File: src/sv/sma_pkg.sv
// ----------------------------------------------------------------------------
// sma_pkg: shared types and constants for the STUN mapped-address extractor
// Byte stream item, result record, attribute codes and header constants.
// ----------------------------------------------------------------------------
package sma_pkg;

  localparam logic [31:0] STUN_COOKIE   = 32'h2112A442;
  localparam logic [15:0] TYPE_MAPPED   = 16'h0001;
  localparam logic [15:0] TYPE_XOR      = 16'h0020;
  localparam logic [15:0] TYPE_MS_XOR   = 16'h8020;
  localparam logic [16:0] HEADER_BYTES  = 17'd20;
  localparam logic [16:0] POS_MAX       = 17'h1FFFF;

  localparam logic [1:0] SRC_MAPPED = 2'd0;
  localparam logic [1:0] SRC_MS_XOR = 2'd1;
  localparam logic [1:0] SRC_XOR    = 2'd2;
  localparam logic [1:0] SRC_NONE   = 2'd3;

  localparam logic [1:0] STATUS_FOUND    = 2'd0;
  localparam logic [1:0] STATUS_NOT_STUN = 2'd1;
  localparam logic [1:0] STATUS_NO_ADDR  = 2'd2;

  localparam int OUT_TDATA_W = 56;

  typedef struct packed {
    logic       last;
    logic [7:0] data;
  } item_t;

  // packed from the low bit up: status, ip, port, source, truncated
  typedef struct packed {
    logic        truncated;
    logic [1:0]  source;
    logic [15:0] port;
    logic [31:0] ip;
    logic [1:0]  status;
  } result_t;

  function automatic logic [7:0] cookie_byte(input logic [1:0] idx);
    logic [7:0] b;
    b = '0;
    case (idx)
      2'd0:    b = STUN_COOKIE[31:24];
      2'd1:    b = STUN_COOKIE[23:16];
      2'd2:    b = STUN_COOKIE[15:8];
      default: b = STUN_COOKIE[7:0];
    endcase
    return b;
  endfunction

endpackage

File: src/sv/stun_mapped_address_extractor.sv
// ----------------------------------------------------------------------------
// stun_mapped_address_extractor: STUN header check and mapped address decode
// Byte-wide stream in, one result transaction per packet out.
// ----------------------------------------------------------------------------
// Takes one payload byte per cycle while the input is not stalled, and gives
// one result on the byte marked tlast. A byte is held in the input register
// and then folded into the packet state; the result register is loaded as the
// last byte leaves the input register. The input stalls only while a last byte
// waits in the input register behind a previous result that is still waiting
// on m_tready. cfg_data sets the family byte treated as IPv4 (reset 1); write
// it between packets.
module stun_mapped_address_extractor (
  input  logic                            clk,
  input  logic                            rst,
  input  logic                            s_tvalid,
  output logic                            s_tready,
  input  logic [7:0]                      s_tdata,   // payload_byte
  input  logic                            s_tlast,   // end_of_packet
  output logic                            m_tvalid,
  input  logic                            m_tready,
  // [1:0] status, [33:2] mapped_ip, [49:34] mapped_port,
  // [51:50] address_source, [52] attribute_truncated, [55:53] zero
  output logic [sma_pkg::OUT_TDATA_W-1:0] m_tdata,
  input  logic                            cfg_valid,
  output logic                            cfg_ready,
  input  logic [7:0]                      cfg_data   // ipv4_family_code
);
  import sma_pkg::*;

  logic       in_valid;
  item_t      item;
  logic       advance;
  result_t    result;
  logic [7:0] family_code;

  assign cfg_ready = 1'b1;

  always_ff @(posedge clk) begin
    if (rst) begin
      family_code <= 8'd1;
    end else if (cfg_valid && cfg_ready) begin
      family_code <= cfg_data;
    end
  end

  assign advance = in_valid && (!item.last || !m_tvalid || m_tready);

  sma_in_stage u_in (
    .clk      (clk),
    .rst      (rst),
    .s_tvalid (s_tvalid),
    .s_tready (s_tready),
    .s_tdata  (s_tdata),
    .s_tlast  (s_tlast),
    .advance  (advance),
    .in_valid (in_valid),
    .item     (item)
  );

  sma_parser u_parser (
    .clk         (clk),
    .rst         (rst),
    .step        (advance),
    .item        (item),
    .family_code (family_code),
    .result      (result)
  );

  sma_out_stage u_out (
    .clk      (clk),
    .rst      (rst),
    .load     (advance && item.last),
    .result   (result),
    .m_tvalid (m_tvalid),
    .m_tready (m_tready),
    .m_tdata  (m_tdata)
  );

  a_status_code: assert property (@(posedge clk) disable iff (rst)
    m_tvalid |-> m_tdata[1:0] != 2'd3)
    else $error("reserved status code on output");

  a_no_addr_zero: assert property (@(posedge clk) disable iff (rst)
    (m_tvalid && m_tdata[1:0] != STATUS_FOUND) |-> m_tdata[51:2] == '0)
    else $error("address fields nonzero without an address");

  a_bad_hdr_trunc: assert property (@(posedge clk) disable iff (rst)
    (m_tvalid && m_tdata[1:0] == STATUS_NOT_STUN) |-> !m_tdata[52])
    else $error("truncation flagged on a bad header");

  a_source_range: assert property (@(posedge clk) disable iff (rst)
    m_tvalid |-> m_tdata[51:50] != SRC_NONE)
    else $error("no-source code on output");

  a_last_stall: assert property (@(posedge clk) disable iff (rst)
    (in_valid && item.last && m_tvalid && !m_tready) |-> !advance)
    else $error("last byte consumed while result register is full");

endmodule

File: src/sv/sma_in_stage.sv
// ----------------------------------------------------------------------------
// sma_in_stage: input register
// Holds one accepted byte until the parser consumes it.
// ----------------------------------------------------------------------------
module sma_in_stage (
  input  logic           clk,
  input  logic           rst,
  input  logic           s_tvalid,
  output logic           s_tready,
  input  logic [7:0]     s_tdata,   // payload_byte
  input  logic           s_tlast,   // end_of_packet
  input  logic           advance,
  output logic           in_valid,
  output sma_pkg::item_t item
);
  import sma_pkg::*;

  assign s_tready = !in_valid || advance;

  always_ff @(posedge clk) begin
    if (rst) begin
      in_valid <= 1'b0;
    end else if (s_tvalid && s_tready) begin
      in_valid <= 1'b1;
    end else if (advance) begin
      in_valid <= 1'b0;
    end
  end

  always_ff @(posedge clk) begin
    if (s_tvalid && s_tready) begin
      item.data <= s_tdata;
      item.last <= s_tlast;
    end
  end

endmodule

File: src/sv/sma_parser.sv
// ----------------------------------------------------------------------------
// sma_parser: per-byte header check and attribute walk
// Updates packet state for one byte and forms the result on the last byte.
// ----------------------------------------------------------------------------
module sma_parser (
  input  logic             clk,
  input  logic             rst,
  input  logic             step,
  input  sma_pkg::item_t   item,
  input  logic [7:0]       family_code,
  output sma_pkg::result_t result
);
  import sma_pkg::*;

  logic [16:0] pos, pos_next;
  logic [15:0] msg_len, msg_len_next;
  logic [15:0] remaining, remaining_next;
  logic [15:0] attr_type, attr_type_next;
  logic [15:0] attr_len, attr_len_next;
  logic [16:0] attr_off, attr_off_next;
  logic [7:0]  family, family_next;
  logic [15:0] raw_port, raw_port_next;
  logic [31:0] raw_ip, raw_ip_next;
  logic [1:0]  best_src, best_src_next;
  logic [31:0] held_ip, held_ip_next;
  logic [15:0] held_port, held_port_next;
  logic        header_bad, header_bad_next;
  logic        walk_stopped, walk_stopped_next;

  logic [7:0]  b;
  logic        walk_en;
  logic        is_addr;
  logic [1:0]  src;
  logic        addr_ok;
  logic [31:0] cand_ip;
  logic [16:0] count;
  logic        not_stun;

  assign b = item.data;
  assign walk_en = (pos >= HEADER_BYTES) && !header_bad && !walk_stopped
                   && (remaining != 16'd0);
  assign cand_ip = {raw_ip[23:0], b};

  always_comb begin
    is_addr = 1'b1;
    src     = SRC_MAPPED;
    unique case (attr_type)
      TYPE_MAPPED: src = SRC_MAPPED;
      TYPE_MS_XOR: src = SRC_MS_XOR;
      TYPE_XOR:    src = SRC_XOR;
      default:     is_addr = 1'b0;
    endcase
  end

  assign addr_ok = is_addr && ((best_src == SRC_NONE) || (src >= best_src))
                   && (family == family_code);

  always_comb begin
    pos_next          = pos;
    msg_len_next      = msg_len;
    remaining_next    = remaining;
    attr_type_next    = attr_type;
    attr_len_next     = attr_len;
    attr_off_next     = attr_off;
    family_next       = family;
    raw_port_next     = raw_port;
    raw_ip_next       = raw_ip;
    best_src_next     = best_src;
    held_ip_next      = held_ip;
    held_port_next    = held_port;
    header_bad_next   = header_bad;
    walk_stopped_next = walk_stopped;
    if (step) begin
      if (pos == 17'd2 || pos == 17'd3) msg_len_next = {msg_len[7:0], b};
      if (pos == 17'd3) remaining_next = {msg_len[7:0], b};
      if (pos >= 17'd4 && pos < 17'd8 && b != cookie_byte(pos[1:0])) begin
        header_bad_next = 1'b1;
      end
      if (walk_en) begin
        if (attr_off == 17'd0 && remaining < 16'd4) begin
          walk_stopped_next = 1'b1;
        end else begin
          if (attr_off < 17'd2) begin
            attr_type_next = {attr_type[7:0], b};
          end else if (attr_off < 17'd4) begin
            attr_len_next = {attr_len[7:0], b};
          end else if (attr_off == 17'd5) begin
            family_next = b;
          end else if (attr_off == 17'd6 || attr_off == 17'd7) begin
            raw_port_next = {raw_port[7:0], b};
          end else if (attr_off >= 17'd8 && attr_off < 17'd12) begin
            raw_ip_next = cand_ip;
          end
          if (attr_off == 17'd3 &&
              ({1'b0, attr_len_next} + 17'd4) > {1'b0, remaining}) begin
            walk_stopped_next = 1'b1;
          end else begin
            if (attr_off == 17'd11 && addr_ok) begin
              best_src_next = src;
              if (src == SRC_MAPPED) begin
                held_ip_next   = cand_ip;
                held_port_next = raw_port;
              end else begin
                held_ip_next   = cand_ip ^ STUN_COOKIE;
                held_port_next = raw_port ^ STUN_COOKIE[31:16];
              end
            end
            if (attr_off >= 17'd3 && attr_off == ({1'b0, attr_len_next} + 17'd3)) begin
              remaining_next = remaining - attr_len_next - 16'd4;
              attr_off_next  = '0;
              attr_type_next = '0;
              attr_len_next  = '0;
              family_next    = '0;
              raw_port_next  = '0;
              raw_ip_next    = '0;
            end else begin
              attr_off_next = attr_off + 17'd1;
            end
          end
        end
      end
      pos_next = (pos == POS_MAX) ? pos : pos + 17'd1;
    end
  end

  assign count    = pos_next;
  assign not_stun = (count < HEADER_BYTES) || header_bad_next ||
                    ({1'b0, msg_len_next} > (count - HEADER_BYTES));

  always_comb begin
    result = '0;
    if (not_stun) begin
      result.status = STATUS_NOT_STUN;
    end else begin
      result.truncated = walk_stopped_next;
      if (best_src_next == SRC_NONE) begin
        result.status = STATUS_NO_ADDR;
      end else begin
        result.status = STATUS_FOUND;
        result.ip     = held_ip_next;
        result.port   = held_port_next;
        result.source = best_src_next;
      end
    end
  end

  always_ff @(posedge clk) begin
    if (rst || (step && item.last)) begin
      pos          <= '0;
      msg_len      <= '0;
      remaining    <= '0;
      attr_type    <= '0;
      attr_len     <= '0;
      attr_off     <= '0;
      family       <= '0;
      raw_port     <= '0;
      raw_ip       <= '0;
      best_src     <= SRC_NONE;
      held_ip      <= '0;
      held_port    <= '0;
      header_bad   <= 1'b0;
      walk_stopped <= 1'b0;
    end else begin
      pos          <= pos_next;
      msg_len      <= msg_len_next;
      remaining    <= remaining_next;
      attr_type    <= attr_type_next;
      attr_len     <= attr_len_next;
      attr_off     <= attr_off_next;
      family       <= family_next;
      raw_port     <= raw_port_next;
      raw_ip       <= raw_ip_next;
      best_src     <= best_src_next;
      held_ip      <= held_ip_next;
      held_port    <= held_port_next;
      header_bad   <= header_bad_next;
      walk_stopped <= walk_stopped_next;
    end
  end

endmodule

File: src/sv/sma_out_stage.sv
// ----------------------------------------------------------------------------
// sma_out_stage: result register
// Holds one result until the downstream side takes it.
// ----------------------------------------------------------------------------
module sma_out_stage (
  input  logic                              clk,
  input  logic                              rst,
  input  logic                              load,
  input  sma_pkg::result_t                  result,
  output logic                              m_tvalid,
  input  logic                              m_tready,
  // status, mapped_ip, mapped_port, address_source, attribute_truncated, pad
  output logic [sma_pkg::OUT_TDATA_W-1:0]   m_tdata
);
  import sma_pkg::*;

  localparam int PAD_W = OUT_TDATA_W - $bits(result_t);

  always_ff @(posedge clk) begin
    if (rst) begin
      m_tvalid <= 1'b0;
    end else if (load) begin
      m_tvalid <= 1'b1;
    end else if (m_tready) begin
      m_tvalid <= 1'b0;
    end
  end

  always_ff @(posedge clk) begin
    if (load) begin
      m_tdata <= {{PAD_W{1'b0}}, result};
    end
  end

endmodule

File: config.mk
export PLATFORM = sky130hd
export DESIGN_NAME = stun_mapped_address_extractor
export DESIGN_NICKNAME = d
export VERILOG_FILES = /design/src/sv/sma_pkg.sv /design/src/sv/stun_mapped_address_extractor.sv /design/src/sv/sma_in_stage.sv /design/src/sv/sma_parser.sv /design/src/sv/sma_out_stage.sv
export SDC_FILE = /design/constraint.sdc
export NUM_CORES = 1
export LEC_CHECK = 0
export BUFFER_PORTS_ARGS = -buffer_cell sky130_fd_sc_hd__buf_4
export CAP_MARGIN = 25
export CORE_ASPECT_RATIO = 0.5
export CORE_MARGIN = 3
export CORE_UTILIZATION = 30
export DETAILED_ROUTE_END_ITERATION = 12
export GPL_TIMING_DRIVEN = 0
export PLACE_DENSITY = 0.44
export RECOVER_POWER = 50
export REMOVE_ABC_BUFFERS = 1
export SETUP_SLACK_MARGIN = 0.3
export SLEW_MARGIN = 20
export SYNTH_ARGS = -nofsm -noshare
export SYNTH_HDL_FRONTEND = slang
export SYNTH_SLANG_ARGS = --single-unit
File: constraint.sdc
create_clock -name clk -period 5.91 [get_ports clk]
set_input_delay 1.182 -clock clk [delete_from_list [all_inputs] [get_ports clk]]
set_output_delay 1.182 -clock clk [all_outputs]
set_load 0.1 [all_outputs]
==> flow_metrics.py, run 1 <==
metrics = {
    "synthesis": {
        "synthesis.instances": 1678,
        "ys_warn_count": 0,
        "yosysSeqAreaShare": 0.411,
        "ys_async_sr_fraction": 0,
        "ys.flop_type": "dfxtp_1",
        "syn-mean-instance-area_sq_um": 8.73,
        "ys_seq_elements": 270,
        "synth_cell_type_count": 81,
        "synth_area_sq_um": 14600,
        "synth_edf_count": 62,
    },
    "die": {
        "coreArea_sq_um": 47500,
        "fp.dieH_microns": 162,
        "dieArea_sq_um": 51700,
        "std_cell_rows": 56,
        "io_pins": 81,
        "initial_core_util": 0.308,
        "die_x_microns": 318,
    },
    "sta": {
        "worst_pin_slew_ps": 2860,
        "period_share": 0.917,
        "finalMaxSlewViolations": 94,
        "rsz0062_at_grt": "true",
        "finClkSkew_ps": 18.2,
        "setup_viol": 0,
        "holdWs_ps": 455,
        "tns_ps": 0,
        "max_clock_freq_ghz": 0.184,
        "hold_viol": 0,
        "period_needed_ps": 5420,
        "max_slew_margin": -0.907,
    },
    "final_layout": {
        "area_delta_synth_final_pct": 15.8,
        "post_route_cells_drive_above_1_share": 0.0940,
        "nets": 1832,
        "insertedDiodeCount": 0,
        "final_cell_area_sq_um": 17000,
    },
    "pwr": {
        "netSwitchingFraction": 0.256,
        "seq_power_share": 0.476,
        "p_total_mw": 4.07,
        "p_int_mw": 3.03,
        "clkPwrFrac": 0.452,
        "power.leakage_nw": 6.10,
        "peakVddDrop_mv": 0.195,
        "power-per-cell-area_nw_per_um2": 240,
        "pwr-share-comb": 0.072,
        "power.switching_mw": 1.04,
    },
    "clock_tree": {
        "clock_path_buffers": 3,
        "cts_tree": "done",
        "clk_latency_ps": 580,
        "cts_sinks": 270,
        "cts_buffers": 28,
        "cts-root-buf": "clkbuf_16",
        "clk_pin_slew_ps": 70,
        "cts_hold_buffers": 0,
        "ctsHtreeMaxLevel": 1,
    },
    "global_route": {
        "gr-usage-met1": 0.236,
        "grt_use_met2": 0.260,
        "busiest_layer": "met2",
        "track_usage": 0.163,
        "antenna_found_initial": 0,
        "grt_pass1_vias": 11600,
        "grt.overflow.total": 0,
        "grt_util_met3": 0.0212,
        "grt_first_pass_wirelength_microns": 67700,
        "grt_max_degree": 51,
    },
    "critical_path": {
        "critical_path_class": "register to register",
        "start_kind": "register",
        "cp.arrival_ps": 5760,
        "required_ps": 6250,
        "cp-end-kind": "register",
        "crit_fanout": 14,
    },
    "route": {
        "route.vias.total": 12000,
        "finalWirelength_microns": 44300,
        "ant_nets": 0,
        "vias_per_cell": 5.03,
        "drt_first_pass_iters": 5,
        "drcViolationCount": 0,
        "drt_iter0_drc": 873,
        "wire_per_inst_microns": 18.5,
    },
    "placement": {
        "gp_congestion": 0.839,
        "hpwl_microns": 28900,
        "dpl_cell_area_sq_um": 15800,
        "port_buffers": 76,
    },
    "run": {
        "max-cap-violations": 2,
    },
    "outcome": {
        "violations": "capacitance limit, slew limit",
        "outcome": "finished with violations",
    },
    "hold_path": {
        "hold_path.class": "register to register",
    },
}
[power groups by stage]
stage               clock, mW  combinational, mW  sequential [mW]
global placement            0              0.279             1.98
finish                   1.84              0.295             1.93
detailed placement          0              0.297             1.98
CTS                      1.90              0.300             1.94
global route             1.97              0.312             1.94
floorplan                   0              0.104             2.06
[state kept, by name (all words and copies together) (netlist names), 9 cells and up]
| signal | count |
|---|---|
| u_in.item | 9 |
| u_out.m_tdata | 53 |
| u_parser.attr_len | 16 |
| u_parser.attr_off | 17 |
| u_parser.attr_type | 16 |
| u_parser.held_ip | 32 |
| u_parser.held_port | 16 |
| u_parser.msg_len | 16 |
| u_parser.pos | 17 |
| u_parser.raw_ip | 24 |
| u_parser.raw_port | 16 |
| u_parser.remaining | 16 |
[Yosys cell counts (all sizes together), types with 6 or more instances]
cell    count  area [sq um]
a211oi     20           155
a21o       13          97.6
a21oi      81           409
a22o        8          70.1
a22oi      16           120
a31oi       8          50.1
and2       24           150
and3       23           144
and4       10          87.6
buf        50           310
clkbuf     53           199
dfxtp     208          4160
edfxtp     62          1860
ha         75           938
inv        80           300
mux2       15           169
mux2i      56           561
nand2     185           694
nand2b     15          93.8
nand3      37           185
nand4      27           188
nor2      227           862
nor2b       9          56.3
nor3       34           180
nor4       27           203
o211ai     11          87.6
o21a        9          67.6
o21ai      68           348
o22ai      25           156
o31ai       7          52.6
or2         6          37.5
xnor2      86           753
xor2       28           245
[area by class of cell]
class                           instances  area [sq um]
Clock buffer                           40           776
Sequential cell                       270          6030
Fill cell                            5030         30500
Timing Repair Buffer                  120           781
Inverter                               80           300
Clock inverter                         12           159
Multi-Input combinational cell       1234          8110
Tap cell                              638           798
[metal layers]
metal,vias up,routed length [microns]
met1,5748,22000
met5,-,0
met2,249,19500
met4,0,794
met3,56,2070
li1,5993,-
[cells in the final DEF (no fill, tap or decap), drive strengths merged, types with 28 or more instances in the layout]
| cell type | synthesis | routed |
|---|---|---|
| nor2 | 227 | 228 |
| dfxtp | 208 | 208 |
| nand2 | 185 | 185 |
| clkbuf | 53 | 110 |
| xnor2 | 86 | 86 |
| a21oi | 81 | 81 |
| inv | 80 | 80 |
| ha | 75 | 75 |
| o21ai | 68 | 68 |
| edfxtp | 62 | 62 |
| mux2i | 56 | 56 |
| buf | 50 | 50 |
| nand3 | 37 | 37 |
| nor3 | 34 | 34 |
| xor2 | 28 | 28 |
[cell families after synthesis]
logic type | count (synthesis) | share of synthesized area
XOR/XNOR | 114 | 0.0682
other | 2 | 0.000513
flip-flops | 270 | 0.411
AND/OR/NAND/NOR | 655 | 0.215
AO/OA/AOI/OAI | 307 | 0.135
buffers and inverters | 183 | 0.0553
adder cells (fa/ha/maj) | 76 | 0.0654
multiplexers | 71 | 0.0498
[worst max-delay path: stages, from the launching register on]
cell	delay (ps)
edfxtp_1	960
nand4_1	320
or2_2	400
nor3_1	280
o21ai_0	230
nor2_1	170
xor2_1	190
ha_1	280
a2111oi_0	370
and3_1	260
a21oi_1	180
o211ai_4	340
and4_1	470
buf_4	340
mux2i_1	290
nor2_1	70
[final timing paths]
| check | startpoint | depth (start not counted) | to | slack (ps) |
|---|---|---|---|---|
| worst max-delay path | u_in.item[6]$_DFFE_PP_ | 15 | u_out.m_tdata[48]$_SDFFCE_PP0P_ | 490 |
| worst min-delay path | u_parser.raw_ip[17]$_SDFFE_PP0P_ | 2 | u_parser.raw_ip[17]$_SDFFE_PP0P_ | 460 |
| worst max register to register | u_in.item[6]$_DFFE_PP_ | 15 | u_out.m_tdata[48]$_SDFFCE_PP0P_ | 490 |
| worst min register to register | u_parser.raw_ip[17]$_SDFFE_PP0P_ | 2 | u_parser.raw_ip[17]$_SDFFE_PP0P_ | 460 |
[stage by stage]
stage          utilization  std cells  worst slack [ps]
2_1_floorplan            -       1577              -799
3_3_place_gp         0.327       2291             -4300
3_5_place_dp         0.333       2304             -1220
4_1_cts              0.356       2368               344
5_1_grt              0.357       2394               166
6_report             0.357       2394               490
[repair_timing]
item / CTS / global route
resized for setup: 22 / 27
endpoints found under the setup margin: 217 / 189
pin swaps: 4 / 8
buffers inserted: 9 / 22
cloned: 3 / 4
No activity file was read; power rests on OpenSTA's default activity.
==> run 2, diff against run 1 <==
Settings changed: SYNTH_HIERARCHICAL set to 1.
==> run 2 against run 1 <==
Against the previous run:
- the flow now finishes without violations
- fmax fell by 1.9%
- sequential share of layout area fell by 1.7 points
- die area rose by 3.4%
- largest cell class unchanged
- largest power group unchanged
- highest routed layer unchanged
==> flow_metrics.py, run 2 <==
metrics = {
    "sta": {
        "worst_pin_slew_ps": 1420,
        "period_needed_ps": 5530,
        "finClkSkew_ps": 23.6,
        "period_share": 0.935,
        "hold_viol": 0,
        "finalMaxSlewViolations": 0,
        "max_clock_freq_ghz": 0.181,
        "tns_ps": 0,
        "rsz0062_at_grt": "true",
        "max_slew_margin": 0.0545,
        "holdWs_ps": 487,
        "setup_viol": 0,
    },
    "placement": {
        "dp_cells": 2349,
        "gp_congestion": 0.851,
        "hpwl_microns": 30500,
        "port_buffers": 76,
    },
    "clock_tree": {
        "cts_hold_buffers": 0,
        "ctsHtreeMaxLevel": 1,
        "cts_buffers": 28,
        "clk_pin_slew_ps": 60,
        "cts_tree": "done",
        "cts-root-buf": "clkbuf_16",
        "clk_latency_ps": 580,
        "clock_path_buffers": 3,
        "cts_sinks": 270,
    },
    "synthesis": {
        "synth_edf_count": 62,
        "synth_compound_area_frac": 0.144,
        "ys_warn_count": 6,
        "synth_top_family_by_area": "simple AND/OR/NAND/NOR gates",
        "synth_simple_gate_area_frac": 0.210,
        "ys_top_cells_by_area": "dfxtp_1, edfxtp_1, ha_1, nor2_1, mux2i_1",
        "ys_seq_elements": 270,
        "ys_async_sr_fraction": 0,
        "synth_most_common_cell": "nor2_1",
        "synth_cell_type_count": 91,
        "yosysSeqAreaShare": 0.397,
        "synth_area_leader_cell": "dfxtp_1",
        "synth_mux_area_frac": 0.0580,
        "synth-adder-area-share": 0.0632,
        "syn-mean-instance-area_sq_um": 8.79,
        "synth_area_sq_um": 15200,
        "synthesis.instances": 1726,
        "synth_xor_area_frac": 0.0652,
        "synth_common_cells": "nor2_1, dfxtp_1, nand2_1",
        "synth_top_area_share": 0.275,
        "ys.flop_type": "dfxtp_1",
    },
    "pwr": {
        "power-per-cell-area_nw_per_um2": 217,
        "peakVddDrop_mv": 0.198,
        "power.leakage_nw": 7.00,
        "p_total_mw": 3.89,
    },
    "global_route": {
        "busiest_layer": "met2",
        "track_usage": 0.164,
        "grt_pass1_vias": 12100,
        "antenna_found_initial": 0,
        "grt_util_met3": 0.0216,
        "gr-usage-met1": 0.238,
        "grt_use_met2": 0.262,
        "grt_max_degree": 68,
        "grt.overflow.total": 0,
        "grt_first_pass_wirelength_microns": 70200,
    },
    "route": {
        "finalWirelength_microns": 45100,
        "ant_nets": 0,
        "route.vias.total": 12600,
        "drcViolationCount": 0,
        "wire_per_inst_microns": 18.4,
        "drt_first_pass_iters": 5,
        "vias_per_cell": 5.15,
        "drt_iter0_drc": 779,
    },
    "outcome": {
        "outcome": "finished, final reports clean",
    },
    "final_layout": {
        "final_cell_mix": "nor2_1, dfxtp_1, nand2_1, inv_1, o21ai_0",
        "layout_commonest_cell": "nor2_1",
        "fillers": 5097,
        "largest_register": "u_out/m_tdata",
        "post_route_cells_drive_above_1_share": 0.149,
        "finalNonFillerCells": 2448,
        "area_delta_synth_final_pct": 18.1,
        "nets": 1875,
        "insertedDiodeCount": 0,
        "fin_util": 0.364,
        "reg.largest.list": "u_out/m_tdata: 53 flops, u_parser/held_ip: 32 flops, u_parser/raw_ip: 24 flops",
        "largest_register_ff_count": 53,
    },
    "hold_path": {
        "hold_path_end": "u_parser/attr_type[10]$_SDFFE_PP0P_",
        "hold_path.class": "register to register",
        "min-delay-start": "u_parser/attr_type[10]$_SDFFE_PP0P_",
        "whs_path_depth": 1,
    },
    "die": {
        "dieArea_sq_um": 53400,
        "std_cell_rows": 57,
        "fp.dieH_microns": 165,
        "coreArea_sq_um": 49200,
        "die_x_microns": 324,
        "initial_core_util": 0.308,
        "io_pins": 81,
    },
    "critical_path": {
        "r2r-start": "u_parser/attr_off[15]$_SDFFE_PP0P_",
        "cpPeakStageDelay_ps": 370,
        "critical_path.cell_chain": "nor4_4 -> and4_4 -> nand3_4 -> o21ai_4 -> ha_4 -> nand2_4 -> or2_4 -> mux2_4 -> xnor2_1 -> ha_1 -> a21oi_1 -> o21ai_0 -> a21o_1 -> o311a_1 -> o311ai_4 -> nand4_1 -> clkbuf_1 -> buf_6 -> buf_6 -> buf_8 -> mux2i_1 -> nor2_4",
        "r2r-end": "u_out/m_tdata[21]$_DFFE_PP_",
        "required_ps": 6240,
        "crit_fanout": 11,
        "critPathBufInv": 4,
        "cpMaxStageDelayCell": "o311ai_4",
        "critical_path_class": "register to register",
        "cpLargestDelayFamily": "simple AND/OR/NAND/NOR gates",
        "ff2ff_path_depth": 22,
        "r2r_setup_slack_ps": 380,
        "start_kind": "register",
        "cp.arrival_ps": 5860,
        "cp_common_cell": "buf_6",
        "cp-end-kind": "register",
    },
    "run": {
        "max-cap-violations": 0,
    },
}
-- run 2: cell types whose count changed in the layout (fill, tap and decap cells not counted), moves of 14 or more --
cell and change:
o22ai_1 -24, mux2_2 +14, a31oi_1 +14, nand2_1 -98, nor3_1 +43, o21ai_0 +20
xnor2_1 -15
-- run 2: per-stage QoR --
stage / cell area [sq um] / setup WS [ps]
finish: 17900 / 382
global route: 17900 / 120
CTS: 17800 / 264
detailed placement: 16400 / -2480
global placement: 15900 / -10330
floorplan: 14600 / -3910
-- run 2: how the worst max path moves through the flow --
| stage | depth (start not counted) | startpoint | slack [ps] | end |
|---|---|---|---|---|
| detailed placement | 25 | u_parser/attr_off[1]$_SDFFE_PP0P_ | -2480 | u_out/m_tdata[10]$_DFFE_PP_ |
| finish | 22 | u_parser/attr_off[15]$_SDFFE_PP0P_ | 380 | u_out/m_tdata[21]$_DFFE_PP_ |
| CTS | 17 | u_parser/attr_off[9]$_SDFFE_PP0P_ | 260 | u_parser/remaining[1]$_SDFFE_PP0P_ |
| floorplan | 19 | u_parser/attr_off[1]$_SDFFE_PP0P_ | -3910 | u_out/m_tdata[10]$_DFFE_PP_ |
| global placement | 19 | u_parser/attr_off[1]$_SDFFE_PP0P_ | -10330 | u_out/m_tdata[4]$_DFFE_PP_ |
| global route | 28 | m_tready | 120 | u_out/m_tdata[2]$_DFFE_PP_ |
-- run 2: final cells by class --
cell class	count	area (sq um)	share of cell area
well taps	649	812	0.0453
inverters	86	325	0.0182
repair buffers	147	1070	0.0597
flip-flops and latches	270	6060	0.338
clock buffers	33	729	0.0407
clock inverters	19	169	0.00943
multi-input cells	1244	8740	0.488
-- run 2: logic make-up after synthesis --
| family | Yosys count |
|---|---|
| compound gates | 327 |
| xor+xnor | 112 |
| fa+ha+maj | 76 |
| buf+inv | 217 |
| flops | 270 |
| mux | 84 |
| other cells | 2 |
| simple gates | 638 |
-- run 2: repair_timing --
action,4_1_cts,5_1_grt
setup buffers,30,12
pin swaps,19,33
endpoints found under the setup margin,217,158
resized for setup,77,68
gates cloned,2,3
-- run 2: worst register-to-register path, cell delays in order, from the launching register on --
cell and delay [ps]:
dfxtp_4 360, nor4_4 350, and4_4 310, nand3_4 130, o21ai_4 220, ha_4 230
nand2_4 90, or2_4 300, mux2_4 310, xnor2_1 130, ha_1 320, a21oi_1 130
o21ai_0 100, a21o_1 180, o311a_1 340, o311ai_4 370, nand4_1 220, clkbuf_1 270
buf_6 210, buf_6 170, buf_8 170, mux2i_1 300, nor2_4 60
-- run 2: layer usage --
| layer | vias up | share of wire |
|---|---|---|
| met1 | 6085 | 0.50 |
| li1 | 6235 | - |
| met4 | 0 | 0.019 |
| met5 | - | 0 |
| met2 | 238 | 0.44 |
| met3 | 58 | 0.039 |
-- run 2: power breakdown --
part | total (mW) | leakage [nW] | internal, mW | switching (mW)
clock | 1.77 | 0.440 | 0.974 | 0.792
combinational | 0.207 | 4.22 | 0.0522 | 0.154
sequential | 1.92 | 2.34 | 1.90 | 0.0225
==> run 3, diff against run 2 <==
Settings changed: CTS_CLUSTER_SIZE set to 14, RECOVER_POWER 50 to 100.
==> run 3 against run 2 <==
Against the previous run:
- clock skew grew 0.54 ps
- critical endpoint is now u_out/m_tdata[18]$_DFFE_PP_
- cell count did not move
- power about the same
- via count is 0.18% lower
==> flow_metrics.py, run 3 (synthesis results as in run 2) <==
metrics = {
    "pwr": {
        "p_total_mw": 3.89,
        "power-per-cell-area_nw_per_um2": 218,
        "peakVddDrop_mv": 0.199,
        "power.leakage_nw": 6.99,
    },
    "critical_path": {
        "critical_path_class": "register to register",
        "r2r-start": "u_parser/attr_off[6]$_SDFFE_PP0P_",
        "critPathBufInv": 6,
        "r2r_setup_slack_ps": 370,
        "cpPeakStageDelay_ps": 410,
        "cpLargestDelayFamily": "simple AND/OR/NAND/NOR gates",
        "crit_fanout": 11,
        "cp_common_cell": "buf_6",
        "cp-end-kind": "register",
        "ff2ff_path_depth": 25,
        "cp.arrival_ps": 5870,
        "start_kind": "register",
        "cpMaxStageDelayCell": "o311a_1",
        "r2r-end": "u_out/m_tdata[18]$_DFFE_PP_",
        "required_ps": 6240,
    },
    "global_route": {
        "track_usage": 0.164,
        "grt.overflow.total": 0,
        "grt_first_pass_wirelength_microns": 70200,
        "grt_max_degree": 68,
        "antenna_found_initial": 0,
        "grt_pass1_vias": 12100,
    },
    "route": {
        "drt_first_pass_iters": 6,
        "ant_nets": 0,
        "vias_per_cell": 5.14,
        "wire_per_inst_microns": 18.4,
        "drt_iter0_drc": 799,
        "drcViolationCount": 0,
        "route.vias.total": 12600,
        "finalWirelength_microns": 45100,
    },
    "sta": {
        "hold_viol": 0,
        "finClkSkew_ps": 24.1,
        "period_share": 0.937,
        "rsz0062_at_grt": "true",
        "worst_pin_slew_ps": 1410,
        "period_needed_ps": 5540,
        "finalMaxSlewViolations": 0,
        "setup_viol": 0,
        "max_clock_freq_ghz": 0.181,
        "max_slew_margin": 0.0594,
    },
    "clock_tree": {
        "ctsHtreeMaxLevel": 1,
        "clock_path_buffers": 3,
        "cts_hold_buffers": 0,
        "clk_pin_slew_ps": 70,
        "clk_latency_ps": 590,
        "cts_buffers": 28,
        "cts_tree": "done",
        "cts_sinks": 270,
        "cts-root-buf": "clkbuf_16",
    },
    "die": {
        "die_x_microns": 324,
        "fp.dieH_microns": 165,
        "dieArea_sq_um": 53400,
        "io_pins": 81,
        "coreArea_sq_um": 49200,
        "initial_core_util": 0.308,
        "std_cell_rows": 57,
    },
    "final_layout": {
        "insertedDiodeCount": 0,
        "reg.largest.list": "u_out/m_tdata: 53 flops, u_parser/held_ip: 32 flops, u_parser/raw_ip: 24 flops",
        "largest_register": "u_out/m_tdata",
        "finalNonFillerCells": 2448,
        "area_delta_synth_final_pct": 17.6,
        "fin_util": 0.362,
        "largest_register_ff_count": 53,
        "layout_commonest_cell": "nor2_1",
        "final_cell_mix": "nor2_1, dfxtp_1, nand2_1, inv_1, o21ai_0",
        "post_route_cells_drive_above_1_share": 0.143,
        "nets": 1875,
    },
    "run": {
        "max-cap-violations": 0,
    },
    "placement": {
        "port_buffers": 76,
        "hpwl_microns": 30500,
        "dp_cells": 2349,
        "gp_congestion": 0.851,
    },
    "outcome": {
        "outcome": "finished, final reports clean",
    },
    "hold_path": {
        "whs_path_depth": 1,
        "hold_path_end": "u_parser/attr_type[10]$_SDFFE_PP0P_",
        "hold_path.class": "register to register",
        "min-delay-start": "u_parser/attr_type[10]$_SDFFE_PP0P_",
    },
}
-- run 3: changes by cell type in the layout (fill, tap and decap cells not counted), sizes merged --
| cell | change |
|---|---|
| buf | -3 |
| clkbuf | +3 |
-- run 3: cell type report --
cell class,instances,area [sq um]
multi-input cells,1244,8710
well taps,649,812
repair buffers,147,1030
inverters,86,325
flip-flops and latches,270,6060
clock buffers,33,729
clock inverters,19,169
fillers,5114,31400
-- run 3: report_power, final --
group	switching, mW	internal (mW)	leakage (nW)
sequential	0.0226	1.90	2.34
clock	0.794	0.974	0.440
combinational	0.154	0.0521	4.22
-- run 3: worst register-to-register path: cells and delay by family, from the launching register on --
kind | cells | cell delay, ps
XOR/XNOR | 1 | 160
buffers and inverters | 6 | 1030
multiplexers | 2 | 540
AO/OA/AOI/OAI | 5 | 1250
adder cells (fa/ha/maj) | 2 | 540
flip-flops | 1 | 360
AND/OR/NAND/NOR | 9 | 1410
-- run 3: what timing repair did --
action,in CTS,in global routing
setup endpoints to repair,217,158
gates cloned,2,3
pin swaps,19,33
setup buffers,30,12
gates resized for setup,77,68
-- run 3: per-layer routing --
metal,global-route usage,up-vias,part of all wire,routed length [microns]
met5,0,-,0,0
met1,0.238,6059,0.50,22700
met4,0.0331,0,0.018,824
met3,0.0216,54,0.040,1800
li1,-,6238,-,-
met2,0.262,242,0.44,19800
-- run 3: worst max path at each step --
stage	endpoint	slack [ps]	startpoint	cells after the start
after floorplan	u_out/m_tdata[10]$_DFFE_PP_	-3910	u_parser/attr_off[1]$_SDFFE_PP0P_	19
after global placement	u_out/m_tdata[4]$_DFFE_PP_	-10330	u_parser/attr_off[1]$_SDFFE_PP0P_	19
after detailed placement	u_out/m_tdata[10]$_DFFE_PP_	-2480	u_parser/attr_off[1]$_SDFFE_PP0P_	25
after CTS	u_parser/remaining[1]$_SDFFE_PP0P_	260	u_parser/attr_off[9]$_SDFFE_PP0P_	17
after global routing	u_out/m_tdata[14]$_DFFE_PP_	110	m_tready	26
final	u_out/m_tdata[18]$_DFFE_PP_	370	u_parser/attr_off[6]$_SDFFE_PP0P_	25
-- run 3: metrics by stage --
| stage | worst slack [ps] | area [sq um] | setup TNS (ps) | hold slack, ps |
|---|---|---|---|---|
| 5_1_grt | 112 | 17800 | 0 | 501 |
| 4_1_cts | 264 | 17800 | 0 | 487 |
| 3_5_place_dp | -2480 | 16400 | -388770 | 471 |
| 2_1_floorplan | -3910 | 14600 | -493370 | 450 |
| 6_report | 370 | 17800 | 0 | 488 |
| 3_3_place_gp | -10330 | 15900 | -1548630 | 468 |
